[src/rtl/core/mlrft_pkg.sv]
// Shared types and constants for the multi-lane race finish timer.
// No dependencies.
`timescale 1ns / 1ps

package mlrft_pkg;

	localparam int LANES_DEF     = 8;
	localparam int TIME_BITS_DEF = 32;
	localparam int LANE_CNT_RST  = 8;

	typedef enum logic [2:0] {
		CMD_TICK  = 3'd0,
		CMD_RESET = 3'd1,
		CMD_ARM   = 3'd2,
		CMD_GATE  = 3'd3,
		CMD_EDGE  = 3'd4,
		CMD_POLL  = 3'd5,
		CMD_READ  = 3'd6
	} cmd_t;

	typedef enum logic [3:0] {
		PH_RESET = 4'b0001,
		PH_SET   = 4'b0010,
		PH_RACE  = 4'b0100,
		PH_DONE  = 4'b1000
	} phase_t;

	// phase codes as seen on the result channel
	localparam logic [1:0] PHC_RESET = 2'd0;
	localparam logic [1:0] PHC_SET   = 2'd1;
	localparam logic [1:0] PHC_RACE  = 2'd2;
	localparam logic [1:0] PHC_DONE  = 2'd3;

	typedef struct packed {
		logic [1:0]  phase;
		logic        accepted;
		logic [31:0] start_time;
		logic [31:0] lane_time;
		logic        lane_done;
	} res_t;

endpackage

[src/rtl/core/mlrft_core.sv]
// Timer state and per-item update: counter, phase, start and lane capture, lane count.
// Depends on mlrft_pkg.
`timescale 1ns / 1ps

module mlrft_core #(
	parameter int LANES     = mlrft_pkg::LANES_DEF,
	parameter int TIME_BITS = mlrft_pkg::TIME_BITS_DEF
) (
	input  logic              clk,
	input  logic              arst_n,
	input  logic              step,
	input  logic [2:0]        cmd,
	input  logic [2:0]        lane,
	input  logic              gate_closed,
	input  logic              cfg_we,
	input  logic [3:0]        cfg_data,
	output mlrft_pkg::res_t   res
);

	localparam int CNT_W   = $clog2(LANES + 1);
	localparam int CNT_RST = (LANES < mlrft_pkg::LANE_CNT_RST) ? LANES : mlrft_pkg::LANE_CNT_RST;

	mlrft_pkg::phase_t      phase_q, phase_d;
	logic [TIME_BITS-1:0]   count_q, count_d;
	logic [TIME_BITS-1:0]   start_q, start_d;
	logic [TIME_BITS-1:0]   times_q [LANES];
	logic [LANES-1:0]       flags_q, flags_d;
	logic [LANES-1:0]       sel;
	logic [LANES-1:0]       wr;
	logic [CNT_W-1:0]       lane_count_q;
	logic                   all_done;
	logic                   acc;
	logic [TIME_BITS-1:0]   sel_time;
	logic [1:0]             phase_code;

	always_comb begin
		all_done = 1'b1;
		for (int i = 0; i < LANES; i++) begin
			sel[i] = (int'(lane) == i);
			if (i < int'(lane_count_q) && !flags_q[i])
				all_done = 1'b0;
		end
	end

	always_comb begin
		phase_d = phase_q;
		count_d = count_q;
		start_d = start_q;
		flags_d = flags_q;
		wr      = '0;
		acc     = 1'b0;
		unique case (mlrft_pkg::cmd_t'(cmd))
			mlrft_pkg::CMD_TICK: count_d = count_q + TIME_BITS'(1);
			mlrft_pkg::CMD_RESET: begin
				phase_d = mlrft_pkg::PH_RESET;
				start_d = '0;
				flags_d = '0;
			end
			mlrft_pkg::CMD_ARM: begin
				if (phase_q == mlrft_pkg::PH_RESET) begin
					phase_d = mlrft_pkg::PH_SET;
					acc     = 1'b1;
				end
			end
			mlrft_pkg::CMD_GATE: begin
				if (phase_q == mlrft_pkg::PH_SET) begin
					phase_d = mlrft_pkg::PH_RACE;
					start_d = count_q;
					flags_d = '0;
				end
			end
			mlrft_pkg::CMD_EDGE: begin
				// first edge per lane wins
				wr      = sel & ~flags_q;
				flags_d = flags_q | sel;
			end
			mlrft_pkg::CMD_POLL: begin
				if (phase_q == mlrft_pkg::PH_RESET && gate_closed)
					phase_d = mlrft_pkg::PH_SET;
				else if (phase_q == mlrft_pkg::PH_RACE && all_done)
					phase_d = mlrft_pkg::PH_DONE;
			end
			default: ;
		endcase
	end

	// report the selected lane as it stands after this item
	always_comb begin
		sel_time = '0;
		for (int i = 0; i < LANES; i++) begin
			if (sel[i] && flags_d[i])
				sel_time = sel_time | (wr[i] ? count_q : times_q[i]);
		end
	end

	always_comb begin
		unique case (phase_d)
			mlrft_pkg::PH_RESET: phase_code = mlrft_pkg::PHC_RESET;
			mlrft_pkg::PH_SET:   phase_code = mlrft_pkg::PHC_SET;
			mlrft_pkg::PH_RACE:  phase_code = mlrft_pkg::PHC_RACE;
			mlrft_pkg::PH_DONE:  phase_code = mlrft_pkg::PHC_DONE;
			default:             phase_code = mlrft_pkg::PHC_RESET;
		endcase
	end

	assign res.phase      = phase_code;
	assign res.accepted   = acc;
	assign res.start_time = 32'(start_d);
	assign res.lane_time  = 32'(sel_time);
	assign res.lane_done  = |(sel & flags_d);

	always_ff @(posedge clk or negedge arst_n) begin
		if (!arst_n) begin
			phase_q <= mlrft_pkg::PH_RESET;
			count_q <= '0;
			start_q <= '0;
			flags_q <= '0;
		end else if (step) begin
			phase_q <= phase_d;
			count_q <= count_d;
			start_q <= start_d;
			flags_q <= flags_d;
		end
	end

	always_ff @(posedge clk) begin
		for (int i = 0; i < LANES; i++) begin
			if (step && wr[i])
				times_q[i] <= count_q;
		end
	end

	always_ff @(posedge clk or negedge arst_n) begin
		if (!arst_n) begin
			lane_count_q <= CNT_W'(CNT_RST);
		end else if (cfg_we) begin
			if (cfg_data == 4'd0)
				lane_count_q <= CNT_W'(1);
			else if (int'(cfg_data) > LANES)
				lane_count_q <= CNT_W'(LANES);
			else
				lane_count_q <= CNT_W'(cfg_data);
		end
	end

endmodule

[src/rtl/core/mlrft_outbuf.sv]
// Result register with a skid entry, so in_ready never depends combinationally on out_ready.
// Depends on mlrft_pkg.
`timescale 1ns / 1ps

module mlrft_outbuf (
	input  logic            clk,
	input  logic            arst_n,
	input  logic            push,
	input  mlrft_pkg::res_t push_data,
	output logic            buf_ready,
	output logic            out_valid,
	input  logic            out_ready,
	output mlrft_pkg::res_t out_data
);

	logic            out_v_q;
	logic            skid_v_q;
	mlrft_pkg::res_t out_q;
	mlrft_pkg::res_t skid_q;
	logic            take;

	assign take      = out_v_q && out_ready;
	assign buf_ready = !skid_v_q;
	assign out_valid = out_v_q;
	assign out_data  = out_q;

	always_ff @(posedge clk or negedge arst_n) begin
		if (!arst_n) begin
			out_v_q  <= 1'b0;
			skid_v_q <= 1'b0;
		end else begin
			if (push) begin
				if (!out_v_q || take)
					out_v_q <= 1'b1;
				else
					skid_v_q <= 1'b1;
			end else if (take) begin
				out_v_q  <= skid_v_q;
				skid_v_q <= 1'b0;
			end
		end
	end

	always_ff @(posedge clk) begin
		if (push && (!out_v_q || take))
			out_q <= push_data;
		else if (push)
			skid_q <= push_data;
		else if (take && skid_v_q)
			out_q <= skid_q;
	end

endmodule

[src/rtl/core/multi_lane_race_finish_timer.sv]
// Top level of the multi-lane race finish timer.
// Depends on mlrft_pkg, mlrft_core, mlrft_outbuf.
//
// channel  direction  handshake             payload
// in       input      in_valid / in_ready   cmd, lane, gate_closed
// out      output     out_valid / out_ready phase, accepted, start_time, lane_time, lane_done
// cfg      input      cfg_valid / cfg_ready cfg_data (lane_count)
//
// One item per cycle sustained while the result side keeps up; an accepted item passes
// the input register, then the state update into the result register, before its result is valid.
// Reset clears phase, counter, start time, lane flags and the handshake state.
// The result side has a skid entry: in_ready drops only once two results wait.
// cfg_ready is always high; a write is registered into the lane count.
`timescale 1ns / 1ps

module multi_lane_race_finish_timer #(
	parameter int LANES     = mlrft_pkg::LANES_DEF,
	parameter int TIME_BITS = mlrft_pkg::TIME_BITS_DEF
) (
	input  logic        clk,
	input  logic        arst_n,
	input  logic        in_valid,
	output logic        in_ready,
	input  logic [2:0]  cmd,
	input  logic [2:0]  lane,
	input  logic        gate_closed,
	output logic        out_valid,
	input  logic        out_ready,
	output logic [1:0]  phase,
	output logic        accepted,
	output logic [31:0] start_time,
	output logic [31:0] lane_time,
	output logic        lane_done,
	input  logic        cfg_valid,
	output logic        cfg_ready,
	input  logic [3:0]  cfg_data
);

	logic            valid_s1;
	logic [2:0]      cmd_s1;
	logic [2:0]      lane_s1;
	logic            gate_s1;
	logic            buf_ready;
	logic            step;
	mlrft_pkg::res_t res;
	mlrft_pkg::res_t out_res;

	assign step      = valid_s1 && buf_ready;
	assign in_ready  = !valid_s1 || buf_ready;
	assign cfg_ready = 1'b1;

	always_ff @(posedge clk or negedge arst_n) begin
		if (!arst_n)
			valid_s1 <= 1'b0;
		else if (in_ready)
			valid_s1 <= in_valid;
	end

	always_ff @(posedge clk) begin
		if (in_valid && in_ready) begin
			cmd_s1  <= cmd;
			lane_s1 <= lane;
			gate_s1 <= gate_closed;
		end
	end

	mlrft_core #(
		.LANES     (LANES),
		.TIME_BITS (TIME_BITS)
	) u_core (
		.clk         (clk),
		.arst_n      (arst_n),
		.step        (step),
		.cmd         (cmd_s1),
		.lane        (lane_s1),
		.gate_closed (gate_s1),
		.cfg_we      (cfg_valid && cfg_ready),
		.cfg_data    (cfg_data),
		.res         (res)
	);

	mlrft_outbuf u_outbuf (
		.clk       (clk),
		.arst_n    (arst_n),
		.push      (step),
		.push_data (res),
		.buf_ready (buf_ready),
		.out_valid (out_valid),
		.out_ready (out_ready),
		.out_data  (out_res)
	);

	assign phase      = out_res.phase;
	assign accepted   = out_res.accepted;
	assign start_time = out_res.start_time;
	assign lane_time  = out_res.lane_time;
	assign lane_done  = out_res.lane_done;

endmodule

[config.mk]
export PLATFORM = sky130hd
export DESIGN_NAME = multi_lane_race_finish_timer
export DESIGN_NICKNAME = d
export VERILOG_FILES = /design/src/rtl/core/mlrft_pkg.sv /design/src/rtl/core/mlrft_core.sv /design/src/rtl/core/mlrft_outbuf.sv /design/src/rtl/core/multi_lane_race_finish_timer.sv
export SDC_FILE = /design/constraint.sdc
export NUM_CORES = 1
export LEC_CHECK = 0
export BUFFER_PORTS_ARGS = -buffer_cell sky130_fd_sc_hd__clkbuf_2
export CAP_MARGIN = 20
export CORE_ASPECT_RATIO = 1.25
export CORE_MARGIN = 8
export CORE_UTILIZATION = 60
export CTS_CLUSTER_DIAMETER = 50
export DETAILED_ROUTE_END_ITERATION = 8
export PLACE_DENSITY = 0.78
export REMOVE_ABC_BUFFERS = 1
export SLEW_MARGIN = 40
export SYNTH_ARGS = -nofsm -noshare
export SYNTH_HDL_FRONTEND = slang
export SYNTH_SLANG_ARGS = --single-unit
[constraint.sdc]
create_clock -name clk -period 10.17 [get_ports clk]
set_input_delay 0 -clock clk [delete_from_list [all_inputs] [get_ports clk]]
set_output_delay 0 -clock clk [all_outputs]
set_load 0.02 [all_outputs]
==> flow_summary.yaml, run 1 <==
outcome:
  status: "finished, final reports clean"
worst_hold_path:
  worstHoldPathType: "in -> reg"
  hold_path_depth: 2
  hp-start: "lane[0]"
  hold_end: "lane_s1[0]$_DFFE_PP_"
drt:
  drtIter0Drc: 1338
  wire_per_inst_um: 24.64
  viasPerCell: 6.346
  drc: 0
  dr.pass1.iters: 5
  routed_wl_mm: 51.16
  vias: 13180
  antenna_left: 0
sta:
  worst_pin_slew_ns: 0.8596
  hold_viol: 0
  rsz0062_at_grt: "no"
  finalClockSkew_ns: 0.01982
  setup-violations-final: 0
  fmax_mhz: 283.8
  max_slew_margin: 0.4269
  fin_tns_setup_ns: 0
  period_minus_slack_ns: 3.523
  slew_violations: 0
  final.period_utilization: 0.3464
cells_and_area:
  diodes: 0
  final_core_util: 0.6759
  nNetsFinal: 1584
  fillers: 2402
  multi_input_area_mm2: 0.006638
  drive_gt1_frac: 0.1785
  seq_area_mm2: 0.01406
  synthToLayoutAreaGrowth_pct: 11.91
floorplanning:
  rows: 77
  chipHeight_um: 226.4
  die_w_um: 184.3
  io_pins: 87
  initial_core_util: 0.6040
  fp.coreArea_mm2: 0.03517
  die_area_mm2: 0.04171
critical_path:
  path_depth: 7
  crit_path_max_incr_delay_ns: 0.63
  crit-reg2reg-launch: "cmd_s1[1]$_DFFE_PP_"
  crit_slowest_cell: "or4b_4"
  cp-end-kind: "register"
  required_ns: 10.48
  path_class: "reg -> reg"
  reg2reg_slack_ns: 6.65
  crit_buf_inv: 1
  rr_worst_depth: 7
  crit_path_start_kind: "register"
  path_delay_family: "simple AND/OR/NAND/NOR gates"
  cp.arrival_ns: 3.83
  reg2reg_to: "u_outbuf.out_data[2]$_DFFE_PP_"
  cp_cell_sequence: "or4b_4, or3_2, buf_4, mux2i_1, o22ai_1, or4_1, mux2_2"
  worstPathMaxFanout: 32
global_route:
  grt_max_degree: 79
  antenna_found_initial: 0
  grt_usage: 0.2451
  overflow: 0
  grt_first_pass_wirelength_mm: 77.90
  grt_pass1_vias: 13490
logic_synthesis:
  synth_edf_count: 399
  synth_area_leaders: "edfxtp_1, mux2i_1, dfrtp_1, o22ai_1, mux2_4"
  syn-mean-instance-area_um2: 14.17
  synthCells: 1499
  yosysMostFrequentCell: "edfxtp_1"
  syn-cell-area_mm2: 0.02124
  ys_seq_area_frac: 0.6620
  ys_seq_elements: 482
  synthArstFlopShare: 0.1722
  yosys-top-cells-count: "edfxtp_1, mux2i_1, o22ai_1"
  yosysWarningCount: 0
  synth.distinct_cells: 61
  synth_ff_type: "edfxtp_1"
  synth_top_area_frac: 0.5641
  synth_largest_area_cell: "edfxtp_1"
clock_network:
  h-tree-depth: 2
  cts_tree: "done"
  cts.clk_slew.worst_paths_ns: 0.06
  cts_buffers: 45
  clk_path_buf_depth: 3
  post_cts_resize_count: 0
  clock-root-buffer: "clkbuf_16"
  post_cts_buffers: 0
  clock_sinks: 482
  holdBufCountCts: 20
  clock_latency_ns: 0.56
placed_design:
  numPortBuffers: 85
  hpwl_mm: 27.01
  gp_congestion: 0.8965
pwr:
  powerDensity_mw_per_mm2: 224.2
  irDropWorstVdd_v: 0.0003030
  p_leak_nw: 9.851
job:
  cap_violations: 0
metal layers:
layer | routed length [µm] | share of wire | global-route usage
met1 | 20030 | 0.39 | 0.3112
met2 | 25500 | 0.50 | 0.4171
met3 | 3972 | 0.078 | 0.04024
met4 | 1654 | 0.032 | 0.09591
met5 | 0 | 0 | 0
power by group:
part           leakage, nW  switching [mW]  total (mW)  internal, mW
clock                0.687           0.713        1.63         0.917
sequential            4.42           0.164        2.63          2.46
combinational         4.75           0.683        1.07         0.388
flip-flops by register name, summed over array words and instances (netlist names):
signal / count
u_core.flags_q: 8
u_outbuf.out_data: 68
u_core.count_q: 32
u_outbuf.skid_q: 68
u_core.lane_count_q: 4
u_outbuf.out_valid: 1
lane_s1: 3
gate_s1: 1
cmd_s1: 3
u_core.times_q: 256
u_outbuf.skid_v_q: 1
u_core.start_q: 32
valid_s1: 1
u_core.phase_q: 4
placed cells by master (no fill, tap or decap), drive strengths merged, types with 6 or more instances in the layout:
cell type	instances
o22ai	129
mux2	38
nand4	6
nor3	13
xnor2	17
dlygate4sd3	20
a21oi	13
nor2b	8
xor2	14
mux2i	256
clkinv	12
nand3	12
buf	37
and3	9
nand2	96
dfrtp	81
o21ai	74
edfxtp	399
a22oi	32
inv	45
or4	34
clkbuf	149
or3	8
nor2	42
how the worst max path moves through the flow:
stage | slack [ns] | from | endpoint
detailed placement | 6.70 | cmd_s1[1]$_DFFE_PP_ | u_outbuf.out_data[2]$_DFFE_PP_
CTS | 6.68 | cmd_s1[1]$_DFFE_PP_ | u_outbuf.out_data[2]$_DFFE_PP_
floorplan | 4.43 | cmd_s1[1]$_DFFE_PP_ | u_outbuf.out_data[10]$_DFFE_PP_
finish | 6.65 | cmd_s1[1]$_DFFE_PP_ | u_outbuf.out_data[2]$_DFFE_PP_
global placement | 6.80 | cmd_s1[1]$_DFFE_PP_ | u_outbuf.out_data[26]$_DFFE_PP_
global route | 6.57 | cmd_s1[1]$_DFFE_PP_ | u_outbuf.out_data[2]$_DFFE_PP_
cell families (layout without fill, tap and decap cells):
kind of cell	count (synthesis)	count (layout)	synth area share
AO/OA/AOI/OAI	273	273	0.07894
other	1	1	0.0001766
flip-flops	482	482	0.6620
buffers and inverters	163	266	0.03146
multiplexers	295	295	0.1470
AND/OR/NAND/NOR	253	253	0.06704
XOR/XNOR	31	31	0.01278
adder cells (fa/ha/maj)	1	1	0.0005890
area by class of cell:
class,count,share of cell area
Sequential cell,482,0.5916
Multi-Input combinational cell,854,0.2793
Clock buffer,65,0.05317
Timing Repair Buffer,141,0.03827
Tap cell,474,0.02495
Inverter,43,0.006791
Clock inverter,17,0.005949
metrics by stage:
step	cells	worst slack [ns]	instance area, µm²	power (mW)	hold slack (ns)
floorplan	1379	4.434	20730	3.344	-0.2956
global placement	1974	6.805	22150	3.696	0.02525
detailed placement	1974	6.700	22150	3.735	0.03837
CTS	2076	6.683	23760	5.352	0.1389
global route	2076	6.571	23770	5.514	0.1424
finish	2076	6.647	23770	5.329	0.1534
(Power assumes the default switching activity.)
==> run 2: changes to the inputs <==
- clock period: 10.17 -> 3.4 ns (I/O delays scaled with it)
==> run 2 against run 1 <==
  * Fmax grew 12%
  * Highest routed layer unchanged
  * Largest cell class unchanged
  * Power grew to 3.2 times the previous value
  * Clock skew shrank 0.0071 ns
  * Register-to-register slack lost 6.4 ns
  * Largest power group unchanged
==> flow_summary.yaml, run 2 (same netlist as run 1, synthesis figures left out) <==
floorplanning:
  rows: 77
  die_area_mm2: 0.04171
  io_pins: 87
  chipHeight_um: 226.4
  initial_core_util: 0.6040
  die_w_um: 184.3
  fp.coreArea_mm2: 0.03517
clock_network:
  h-tree-depth: 2
  clock_sinks: 482
  post_cts_resize_count: 0
  clock_latency_ns: 0.56
  cts_tree: "done"
  cts_buffers: 45
  clk_path_buf_depth: 3
  clock-root-buffer: "clkbuf_16"
  cts.clk_slew.worst_paths_ns: 0.07
worst_hold_path:
  worstHoldPathType: "in -> async"
pwr:
  power_frac_comb: 0.196
  irDropWorstVdd_v: 0.0006112
  intPower_mw: 12.06
  finalPower_mw: 16.79
  p_sw_mw: 4.738
  p_seq_frac: 0.466
  p_leak_nw: 10.16
  p_sw_frac: 0.2821
  p_clk_frac: 0.338
  powerDensity_mw_per_mm2: 689.5
cells_and_area:
  final_common_cell: "edfxtp_1"
  nNetsFinal: 1602
  drive_gt1_frac: 0.1961
  fillers: 2368
  largest_reg_flops: 256
  regMostFlops: "u_core.times_q"
  design_area_mm2: 0.02435
  diodes: 0
  synthToLayoutAreaGrowth_pct: 14.67
  final_cell_mix: "edfxtp_1, mux2i_1, o22ai_1"
placed_design:
  gp_congestion: 0.8784
  postPlaceCellArea_mm2: 0.02248
  hpwl_mm: 28.73
  dp_slack_ns: 0.2860
  numPortBuffers: 85
sta:
  hold_ws_ns: 0.04552
  period_minus_slack_ns: 3.139
  max_slew_margin: 0.4567
  slew_violations: 0
  final.period_utilization: 0.9233
  worst_pin_slew_ns: 0.8101
  setup-violations-final: 0
  hold_viol: 0
  fmax_mhz: 318.5
  fin_ws_ns: 0.2606
  rsz0062_at_grt: "no"
  finalClockSkew_ns: 0.01274
  fin_tns_setup_ns: 0
drt:
  routed_wl_mm: 51.37
  dr.pass1.iters: 5
  drc: 0
  antenna_left: 0
  vias: 13220
  viasPerCell: 6.305
  drtIter0Drc: 1252
  wire_per_inst_um: 24.51
global_route:
  grt_pass1_vias: 13490
  grt_usage: 0.2453
  grt_first_pass_wirelength_mm: 77.96
  antenna_found_initial: 0
  grt_max_degree: 73
  overflow: 0
critical_path:
  reg2reg_to: "u_outbuf.out_data[1]$_DFFE_PP_"
  reg2reg_slack_ns: 0.26
  crit_path_start_kind: "register"
  cp-end-kind: "register"
  required_ns: 3.71
  worstPathMaxFanout: 32
  rr_worst_depth: 7
  crit-reg2reg-launch: "cmd_s1[0]$_DFFE_PP_"
  path_class: "reg -> reg"
  cp.arrival_ns: 3.45
outcome:
  status: "finished, final reports clean"
job:
  cap_violations: 0
==> run 2: changes by cell type in the layout (fill, tap and decap cells not counted), sizes merged <==
cell         change
inv              +1
bufinv           +9
clkinv           -1
clkbuf           -6
buf             +18
dlygate4sd3      -1
==> run 2: through the flow <==
stage,utilization,instances
2_1_floorplan,-,1379
3_3_place_gp,0.6391,1993
3_5_place_dp,0.6392,1993
4_1_cts,0.6925,2096
5_1_grt,0.6926,2096
6_report,0.6926,2096
==> run 2: what timing repair did <==
item / CTS / global route
hold buffers: 19 / 0
buffers inserted: 0 / 0
endpoints found under the setup margin: 0 / 0
hold endpoints to repair: 92 / 0
==> run 2: metal layers <==
metal  share of wire  track usage  vias to the layer above  wire length [µm]
li1                -            -                     5899                 -
met1            0.39       0.3036                     6627             19870
met2            0.51       0.4248                      580             26020
met3           0.073      0.03671                      110              3758
met4           0.034       0.1048                        0              1725
met5               0            0                        -                 0
==> run 2: how the worst max path moves through the flow <==
stage / from / end / slack, ns / cells past startpoint
2_1_floorplan: cmd_s1[1]$_DFFE_PP_ / u_outbuf.out_data[10]$_DFFE_PP_ / -2.34 / 6
3_3_place_gp: cmd_s1[0]$_DFFE_PP_ / u_outbuf.out_data[2]$_DFFE_PP_ / 0.37 / 7
3_5_place_dp: cmd_s1[0]$_DFFE_PP_ / u_outbuf.out_data[27]$_DFFE_PP_ / 0.29 / 7
4_1_cts: cmd_s1[1]$_DFFE_PP_ / u_outbuf.out_data[25]$_DFFE_PP_ / 0.27 / 8
5_1_grt: cmd_s1[1]$_DFFE_PP_ / u_outbuf.out_data[21]$_DFFE_PP_ / 0.13 / 8
6_report: cmd_s1[0]$_DFFE_PP_ / u_outbuf.out_data[1]$_DFFE_PP_ / 0.26 / 7
==> run 2: power groups by stage <==
stage               clock network [mW]  registers (mW)  logic (mW)
CTS                               5.74            7.83        3.32
finish                            5.68            7.83        3.29
detailed placement                   0            7.94        3.30
global placement                     0            7.92        3.22
global route                      5.95            7.91        3.52
floorplan                            0            8.35        1.67
==> run 2: area by class of cell <==
class | count | area [µm²] | area share
inverter | 43 | 161.4 | 0.006627
sequential | 482 | 14060 | 0.5773
timing repair buffer | 159 | 1225 | 0.05030
clock inverter | 26 | 426.7 | 0.01752
multi-input combinational | 854 | 6630 | 0.2722
clock buffer | 58 | 1257 | 0.05163
tap | 474 | 593.1 | 0.02435
==> run 2: critical path, stage by stage, from the launching register on <==
cell,delay [ns]
edfxtp_1,0.45
or4b_4,0.57
or3_2,0.50
buf_12,0.23
mux2i_1,0.20
o22ai_1,0.11
or4_1,0.54
mux2_2,0.28
